<file path="src/iag_pkg.sv">
// Shared types, constants and helpers for the average-gradient block.
// No dependencies.
package iag_pkg;
	localparam int MaxWidthDef  = 2048;
	localparam int MaxHeightDef = 4096;
	localparam int FracBitsDef  = 8;
	localparam int WidthRegW    = 12;
	localparam int HeightRegW   = 13;
	localparam int CfgW         = 13;
	localparam int SumW         = 40;
	localparam int PixW         = 24;
	localparam int ResW         = 16;
	localparam logic CFG_WIDTH  = 1'b0;
	localparam logic CFG_HEIGHT = 1'b1;

	// Three-channel term job from front to back.
	typedef struct packed {
		logic [PixW-1:0] here;
		logic [PixW-1:0] below;
		logic [PixW-1:0] right;
		logic            acc;
		logic            fin;
	} iag_job_t;
endpackage

</file>
<file path="src/iag_back.sv">
// Back part: serial square roots, sums, and serial divide for frame means.
// Depends on iag_pkg.
module iag_back #(
	parameter int FRAC_BITS = iag_pkg::FracBitsDef,
	parameter int MAX_WIDTH  = iag_pkg::MaxWidthDef,
	parameter int MAX_HEIGHT = iag_pkg::MaxHeightDef
) (
	input  logic                          clk,
	input  logic                          arst_n,
	input  logic                          job_valid,
	output logic                          job_ready,
	input  iag_pkg::iag_job_t             job,
	input  logic [$clog2(MAX_WIDTH)-1:0]  w_m1,
	input  logic [$clog2(MAX_HEIGHT)-1:0] h_m1,
	output logic                          res_valid,
	input  logic                          res_ready,
	output logic [3*iag_pkg::ResW-1:0]    res
);
	import iag_pkg::*;
	localparam int RAD  = 2*FRAC_BITS + 17;   // radicand bits
	localparam int RTW  = (RAD+1)/2;
	localparam int ITER = RTW;
	localparam int DVW  = $clog2(MAX_WIDTH) + $clog2(MAX_HEIGHT);
	localparam int QW   = SumW;
	localparam int IW   = (QW > ITER ? $clog2(QW+1) : $clog2(ITER+1));

	typedef enum logic [4:0] {
		S_IDLE = 5'b00001, S_SQRT = 5'b00010, S_ADD = 5'b00100,
		S_DIV = 5'b01000, S_OUT = 5'b10000
	} st_t;
	st_t st_q;

	logic [1:0]      ch_q;
	logic [IW-1:0]   it_q;
	logic [2*RTW-1:0] rem_q, rad_q;
	logic [RTW-1:0]  root_q;
	logic [SumW-1:0] sum_q [3];
	logic [PixW-1:0] here_q, below_q, right_q;
	logic            fin_q;
	logic [SumW-1:0] quo_q;
	logic [DVW:0]    drem_q;
	logic [DVW-1:0]  div_q;
	logic [ResW-1:0] out_q [3];

	logic [7:0]  ph, pb, pr;
	logic signed [17:0] dv, dh;
	logic [17:0] ss;
	logic [2*RTW-1:0] rad_n;
	logic [2*RTW-1:0] trial, rem_sh;
	logic [DVW:0] dsh;

	always_comb begin
		ph = here_q[8*ch_q +: 8];
		pb = below_q[8*ch_q +: 8];
		pr = right_q[8*ch_q +: 8];
		dv = $signed({10'b0, pb}) - $signed({10'b0, ph});
		dh = $signed({10'b0, pr}) - $signed({10'b0, ph});
		ss = 18'(dv*dv) + 18'(dh*dh);
		if (FRAC_BITS > 0) rad_n = (2*RTW)'(ss) << (2*FRAC_BITS-1);
		else               rad_n = (2*RTW)'(ss >> 1);
		rem_sh = {rem_q[2*RTW-3:0], rad_q[2*RTW-1 -: 2]};
		trial  = (2*RTW)'({root_q, 2'b01});
		dsh    = {drem_q[DVW-1:0], quo_q[QW-1]};
	end

	assign job_ready = (st_q == S_IDLE);
	assign res_valid = (st_q == S_OUT);
	assign res = {out_q[0], out_q[1], out_q[2]};

	always_ff @(posedge clk) begin
		if (job_valid && job_ready) begin
			here_q <= job.here; below_q <= job.below; right_q <= job.right;
		end
	end

	always_ff @(posedge clk or negedge arst_n) begin
		if (!arst_n) begin
			st_q <= S_IDLE; ch_q <= '0; it_q <= '0; fin_q <= 1'b0;
			for (int i = 0; i < 3; i++) sum_q[i] <= '0;
			rem_q <= '0; rad_q <= '0; root_q <= '0; quo_q <= '0; drem_q <= '0;
			div_q <= '0;
			for (int i = 0; i < 3; i++) out_q[i] <= '0;
		end else begin
			case (st_q)
				S_IDLE: if (job_valid) begin
					fin_q <= job.fin; ch_q <= '0;
					st_q  <= job.acc ? S_ADD : (job.fin ? S_DIV : S_IDLE);
					div_q <= DVW'(h_m1) * DVW'(w_m1);
					quo_q <= job.acc ? quo_q : sum_q[0];
					drem_q <= '0; it_q <= '0;
				end
				S_ADD: begin
					// load radicand for current channel
					rad_q <= rad_n; rem_q <= '0; root_q <= '0; it_q <= '0;
					st_q <= S_SQRT;
				end
				S_SQRT: begin
					if (rem_sh >= trial) begin
						rem_q  <= rem_sh - trial;
						root_q <= {root_q[RTW-2:0], 1'b1};
					end else begin
						rem_q  <= rem_sh;
						root_q <= {root_q[RTW-2:0], 1'b0};
					end
					rad_q <= rad_q << 2;
					if (it_q == IW'(ITER-1)) begin
						// finish a root: add it, go to next channel, divide or idle
						sum_q[ch_q] <= sum_q[ch_q] +
							SumW'({root_q[RTW-2:0], rem_sh >= trial});
						it_q <= '0;
						if (ch_q != 2'd2) begin
							ch_q <= ch_q + 1'b1; st_q <= S_ADD;
						end else if (fin_q) begin
							ch_q <= '0; st_q <= S_DIV; drem_q <= '0;
							quo_q <= sum_q[0];
						end else begin
							st_q <= S_IDLE;
						end
					end else begin
						it_q <= it_q + 1'b1;
					end
				end
				S_DIV: begin
					if (it_q == IW'(QW-1)) begin
						it_q <= '0; drem_q <= '0;
						out_q[ch_q] <= (quo_q[QW-2:0] >> (ResW-1)) != '0 ? '1 :
							ResW'({quo_q[QW-2:0], dsh >= {1'b0, div_q}});
						sum_q[ch_q] <= '0;
						if (ch_q == 2'd2) st_q <= S_OUT;
						else begin
							ch_q  <= ch_q + 1'b1;
							quo_q <= sum_q[ch_q + 1'b1];
						end
					end else begin
						if (dsh >= {1'b0, div_q}) drem_q <= dsh - {1'b0, div_q};
						else                      drem_q <= dsh;
						quo_q <= {quo_q[QW-2:0], dsh >= {1'b0, div_q}};
						it_q  <= it_q + 1'b1;
					end
				end
				S_OUT: if (res_ready) st_q <= S_IDLE;
				default: st_q <= S_IDLE;
			endcase
		end
	end

	assert property (@(posedge clk) disable iff (!arst_n) $onehot(st_q))
		else $error("state not one-hot");
	assert property (@(posedge clk) disable iff (!arst_n)
		(res_valid && !res_ready) |=> (res_valid && $stable(res)))
		else $error("result changed while stalled");
	assert property (@(posedge clk) disable iff (!arst_n) ch_q != 2'd3)
		else $error("bad channel");
endmodule

</file>
<file path="config.mk">
export PLATFORM = sky130hd
export DESIGN_NAME = iag_back
export DESIGN_NICKNAME = d
export VERILOG_FILES = /design/src/iag_pkg.sv /design/src/iag_back.sv
export SDC_FILE = /design/constraint.sdc
export NUM_CORES = 2
export LEC_CHECK = 0
export ABC_CLOCK_PERIOD_IN_PS = 13500
export BUFFER_PORTS_ARGS = -buffer_cell sky130_fd_sc_hd__buf_4
export CORE_MARGIN = 4
export CORE_UTILIZATION = 50
export DETAILED_ROUTE_END_ITERATION = 10
export GPL_ROUTABILITY_DRIVEN = 0
export PLACE_DENSITY = 0.67
export REMOVE_ABC_BUFFERS = 1
export SLEW_MARGIN = 20
export SYNTH_ARGS = -nofsm -noshare
export SYNTH_HDL_FRONTEND = slang
export SYNTH_SLANG_ARGS = --single-unit
</file>
<file path="constraint.sdc">
create_clock -name clk -period 13.5 [get_ports clk]
set_input_delay 0.675 -clock clk [delete_from_list [all_inputs] [get_ports clk]]
set_output_delay 0.675 -clock clk [all_outputs]
set_load 0.02 [all_outputs]
</file>
Yosys cells after proc, flatten, opt, wreduce, memory -nomap -nowiden

Cells that the tools add are included.

Magnitude comparators: 5
Multiplexer cells: 57
Shift operators: 3
Reduce and logical (&&, ||, !) cells: 15
$add $sub $neg: 8
Bitwise gates (word level): 4
Multiply operators: 3
Equality and inequality tests: 20

Operators with widths:

| operator           | number |
|---|---|
| $mux 40            | 12 |
| $mux 120           | 2 |
| $pmux 120 s2       | 1 |
| $bmux 40 s2        | 2 |
| $mux 23            | 6 |
| $and 120x120->120  | 1 |
| $bwmux 120         | 1 |
| $not 120->120      | 1 |
| $pmux 40 s3        | 1 |
| $demux 40 s2       | 1 |
| $shiftx 24x6->8    | 3 |
| $pmux 23 s3        | 1 |
| $pmux 34 s2        | 1 |
| $pmux 32 s2        | 1 |
| $bwmux 48          | 1 |
| $add 40x17->40     | 1 |
| $reduce_bool 39->1 | 1 |
| $mul 9x9->18       | 2 |
| $ge 34x19->1       | 1 |
| $pmux 17 s2        | 1 |
| $demux 16 s2       | 1 |
| $mux 16            | 2 |
| $mux 32            | 1 |
| $sub 32x19->32     | 1 |
| other kinds (38)   | 69 |

Logic and storage cells: 134
Register bits after elaboration: 423
Output and inout bits: 50

Logic depth before layout (Yosys ltp)

Word-level depth: 9
Depth in mapped cells: 41
Depth with buffers taken out: 37

Worst setup path before layout

No wires, ideal clock.

Path type: reg2reg
Start: register ch_q[0]
End: register rad_q[32]
Data required time: 13.367 ns
Setup slack: 4.230 ns
Period minus slack after synthesis: 9.270 ns
Cell stages (with the launch flop): 41
Arrival time: 9.136 ns
Path through: dfrtp_1 > buf_2 > clkbuf_1 > buf_2 > buf_1 > clkbuf_1 > nor2_1 > a21oi_1 > ha_1 > inv_1 > fa_1 > nand2_1 > nand2_1 > a21oi_1 > o21bai_1 > a21oi_1 > xnor2_1 > inv_1 > (+5 left out) > inv_1 > fa_1 > inv_1 > fa_1 > fa_1 > fa_1 > inv_1 > fa_1 > inv_1 > ha_1 > a21o_1 > a21o_1 > a21o_1 > a21o_1 > a41oi_1 > a21oi_1 > xnor2_1 > o21ai_0

Longest elaborated chain between the ends: 5
Elaborated cells on any way between the ends: 9
Those cells by class: add/sub: 3; mul: 2; shift: 3; mux: 1

Ends and longest elaborated chain:

| element                                   | RTL line                                       | RTL |
|---|---|---|
| start, declared                           | iag_back.sv:33                                 | `logic [1:0] ch_q;` |
| start signal, assigned                    | iag_back.sv:131                                | `ch_q <= ch_q + 1'b1;` |
| $shiftx 24x6->8, on equally long branches | iag_back.sv:54, iag_back.sv:53, iag_back.sv:55 |  |
| $sub 8x8->9, on equally long branches     | iag_back.sv:56, iag_back.sv:57                 |  |
| $mul 9x9->18                              | iag_back.sv:58                                 | `ss = 18'(dv*dv) + 18'(dh*dh);` |
| $add 18x18->18 *                          | iag_back.sv:58                                 |  |
| $pmux 34 s2 *                             | iag_back.sv:84                                 | `case (st_q)` |
| end signal, assigned                      | iag_back.sv:105                                | `rad_q <= rad_q << 2;` |
| end, declared                             | iag_back.sv:35                                 | `logic [2*RTW-1:0] rem_q, rad_q;` |

Mark *: on every way between the ends. The rest lies on a longest branch, timed or not. The select of a mux whose other input is x is not followed.
A chain may end at the register's enable or synchronous reset.

Worst setup path in the final report

Start: register ch_q[1]
End: register rad_q[32]

Same word-level chain as after synthesis.

==> out/results.md <==
| Parameter | This run |
|---|---|
| Outcome | completed |
| Number of violations of the max-capacitance limit | 0 |
| Critical path data arrival time | 10.08 ns |
| Number of cells on the worst reg-to-reg path | 35 |
| Setup slack of the critical path after layout | 3.868 ns |
| Startpoint of the worst-slack reg-to-reg timing path | ch_q[1] |
| Via count of the first global-routing pass | 23.84k |
| Pin count of the biggest net entering global routing | 156 |
| Design area | 0.03510 mm2 |
| Initial antenna violation count | 4 |
| Worst Setup SP | ch_q[1] |
| FF-to-FF End | rad_q[32] |
| Worst-Margin Slew | 1.050 ns |
| Utilization after layout | 0.5574 |
| Number of design rule violations left after detail routing | 0 |
| Total negative setup slack | 0 ns |
| Hold violation count in the final report | 0 |
| Synth-to-layout area growth | 10.63% |
| # clock sinks | 408 |
| YS warnings | 0 |
| Final global-route overflow total | 0 |
| Clk root buf | clkbuf_16 |
| Total wire length | 74.77 mm |
| FFs w/ async S/R, synth | 0.8235 |
| Primary FF master, synth | dfrtp_1 |
| XOR/XNOR share of the synthesized area | 0.03778 |
| Vias after detailed routing | 23.66k |
| Largest family of logic cells by synthesized area | adder cells |
| Violation count after the first detailed-routing iteration | 1,559 |
| Clock Skew | 0.03197 ns |
| Distinct cell type count of the synthesized netlist | 89 |
| Die height | 259.9 um |
| CP endpoint | rad_q[32] |
| Synth Area in Compound Gates | 0.1482 |
| Overall fraction of global-route tracks in use | 0.2257 |
| Flip-flop and latch count after synthesis | 408 |
| Adder-cell share of the synthesized area | 0.2329 |
| Endpoint type of the worst setup path | register |
| IO Port Bufs | 150 |
| PostCTS Resize Cnt | 0 |
| Worst hold path class | primary input to asynchronous set/reset pin |
| Register-to-Register Setup Slack | 3.87 ns |
| Number of nets with antenna violations after detailed routing | 0 |
| Number of nets in the layout | 3,971 |
| Final number of setup-violating endpoints | 0 |
| Cell types with the largest area share after synthesis | dfrtp_1 26%, fa_1 15%, ha_1 8.7%, edfxtp_1 6.8%, nand2_1 6.2% |
| Area of the mapped netlist | 0.03173 mm2 |
| CTS tree | done |
| Seq/Total Area, Yosys | 0.3332 |
| Wire length of the first global-routing pass | 125.1 mm |
| Clock edge transition at the registers on the reported setup and hold paths | 0.06 ns |
| Setup WS pre-CTS | 3.850 ns |
| Detailed Routing Iterations Pass 1 | 7 |
| Floorplan row count | 92 |
| IO Count | 151 |
| Quantity of hold-fixing buffers added after cts | 0 |
| Proportion of layout cells with a drive suffix above 1 | 0.09670 |
| Setup repair after global routing missed its margin | false |
| Detailed-placement wirelength estimate | 53.80 mm |
| Cells after Synth | 3,352 |
| Worst endpoint required time | 13.95 ns |
| Count of flip-flops with a built-in enable after synthesis | 72 |
| Total clock buffers created by CTS | 46 |
| Delay of the slowest critical-path stage | 0.65 ns |
| WL per Instance | 17.38 um |
| Detailed-route vias per instance | 5.500 |
| Simple-gate area share of the yosys netlist | 0.1317 |
| Cell with the largest stage delay on the worst path | dfrtp_4 |
| Maximum level of the CTS H-tree | 2 |
| Period minus WS final | 9.632 ns |
| Chip width | 259.9 um |
| Share of the clock period used by the worst path after layout | 0.7135 |
| Area fraction of the dominant cell type after synthesis | 0.2642 |
| Maximum buffer depth of the clock tree | 3 |
| Average cell area after synthesis | 9.465 um2 |
| Fin. max-slew vios | 0 |
| Worst setup SP type | register |
| Initial core utilization | 0.5039 |
| Area inside the core boundary | 0.06297 mm2 |
| Multiplexer share of the synthesized area | 0.05616 |
| Post-place instance area | 0.03356 mm2 |
| Die ar. | 0.06755 mm2 |
| Critical path start-end classification | register to register |
| Critical-path maximum fanout | 61 |
| Maximum achievable frequency | 103.8 MHz |
| Clock latency at the later pin of the worst-skew pair | 0.61 ns |
| Tightest slew margin relative to the limit | 0.2984 |
| Largest area contributor in the synthesized netlist | dfrtp_1 |
| Post-CTS setup buffer count | 0 |
layer usage:
layer | GRT usage | up-vias | part of all wire
met1 | 0.3227 | 11420 | 0.46
met4 | 0.05247 | 4 | 0.021
met5 | 0 | - | 0.00028
li1 | - | 11570 | -
met3 | 0.03847 | 107 | 0.055
met2 | 0.3623 | 553 | 0.46
logic make-up (layout without fill, tap and decap cells):
family,Yosys count,in the layout
and+or+nand+nor,948,948
AOI/OAI and AO/OA,742,742
buffers and inverters,493,595
adders and majority gates,452,452
DFF,408,408
muxes,173,173
xor gates and xnor gates,136,136
other,0,1
state kept, by name, indices dropped and copies added (netlist names):
register and cells:
sum_q 120, res 48, quo_q 40, rem_q 32, below_q 24, here_q 24
right_q 24, div_q 23, drem_q 23, rad_q 19, root_q 17, it_q 6
st_q 5, ch_q 2, fin_q 1
cells in the final DEF, fill, tap and decap left out, drive strengths merged, types with 43 or more instances in the layout:
master | netlist | final
ha | 221 | 221
nor2 | 183 | 183
mux2i | 133 | 133
edfxtp | 72 | 72
o21ai | 273 | 273
a21oi | 96 | 96
a21o | 53 | 53
a31oi | 52 | 52
buf | 40 | 177
xor2 | 43 | 43
fa | 231 | 231
inv | 330 | 330
xnor2 | 93 | 93
clkbuf | 119 | 65
o211ai | 81 | 81
o31ai | 50 | 50
and2 | 74 | 74
dfrtp | 335 | 335
nand2 | 522 | 522
worst min-delay path by stage:
| stage | endpoint | from |
|---|---|---|
| floorplan | ch_q[0] | arst_n |
| global placement | div_q[19] | div_q[19] |
| detailed placement | rad_q[19] | rad_q[19] |
| CTS | res[26] | arst_n |
| global route | res[26] | arst_n |
| finish | res[26] | arst_n |
synthesized netlist by cell type (72+ instances only):
cell      instances
dfrtp_1         335
inv_1           329
nor2_1          183
mux2i_1         133
xnor2_1          93
ha_1            221
edfxtp_1         72
clkbuf_1        119
nand2_1         522
fa_1            231
o21ai_0         267
o211ai_1         81
a21oi_1          95
and2_1           74
layout make-up:
type,instances,area [um2]
tap,846,1059
clock buffer,65,1343
fill,5645,27870
antenna,1,2.502
multi-input combinational,2451,19330
clock inverter,19,182.7
timing repair buffer,177,1349
sequential,408,10580
inverter,334,1254
metrics by stage:
step                instances  hold WS (ns)
global route             4300        0.1944
global placement         4216        0.4611
floorplan                3193        0.3794
CTS                      4300        0.1548
finish                   4301        0.1296
detailed placement       4216        0.4662
worst max-delay path, delay by kind of cell, from the launching register on:
family          cells  cell delay, ns
xor+xnor            1            0.15
simple gates        2            0.59
flops               1            0.65
buf+inv             9            1.44
compound gates     14            2.35
fa+ha+maj           9            4.24
Power is not shown: default switching activity piles up to over one toggle a cycle in this logic, so the estimate is an artifact.
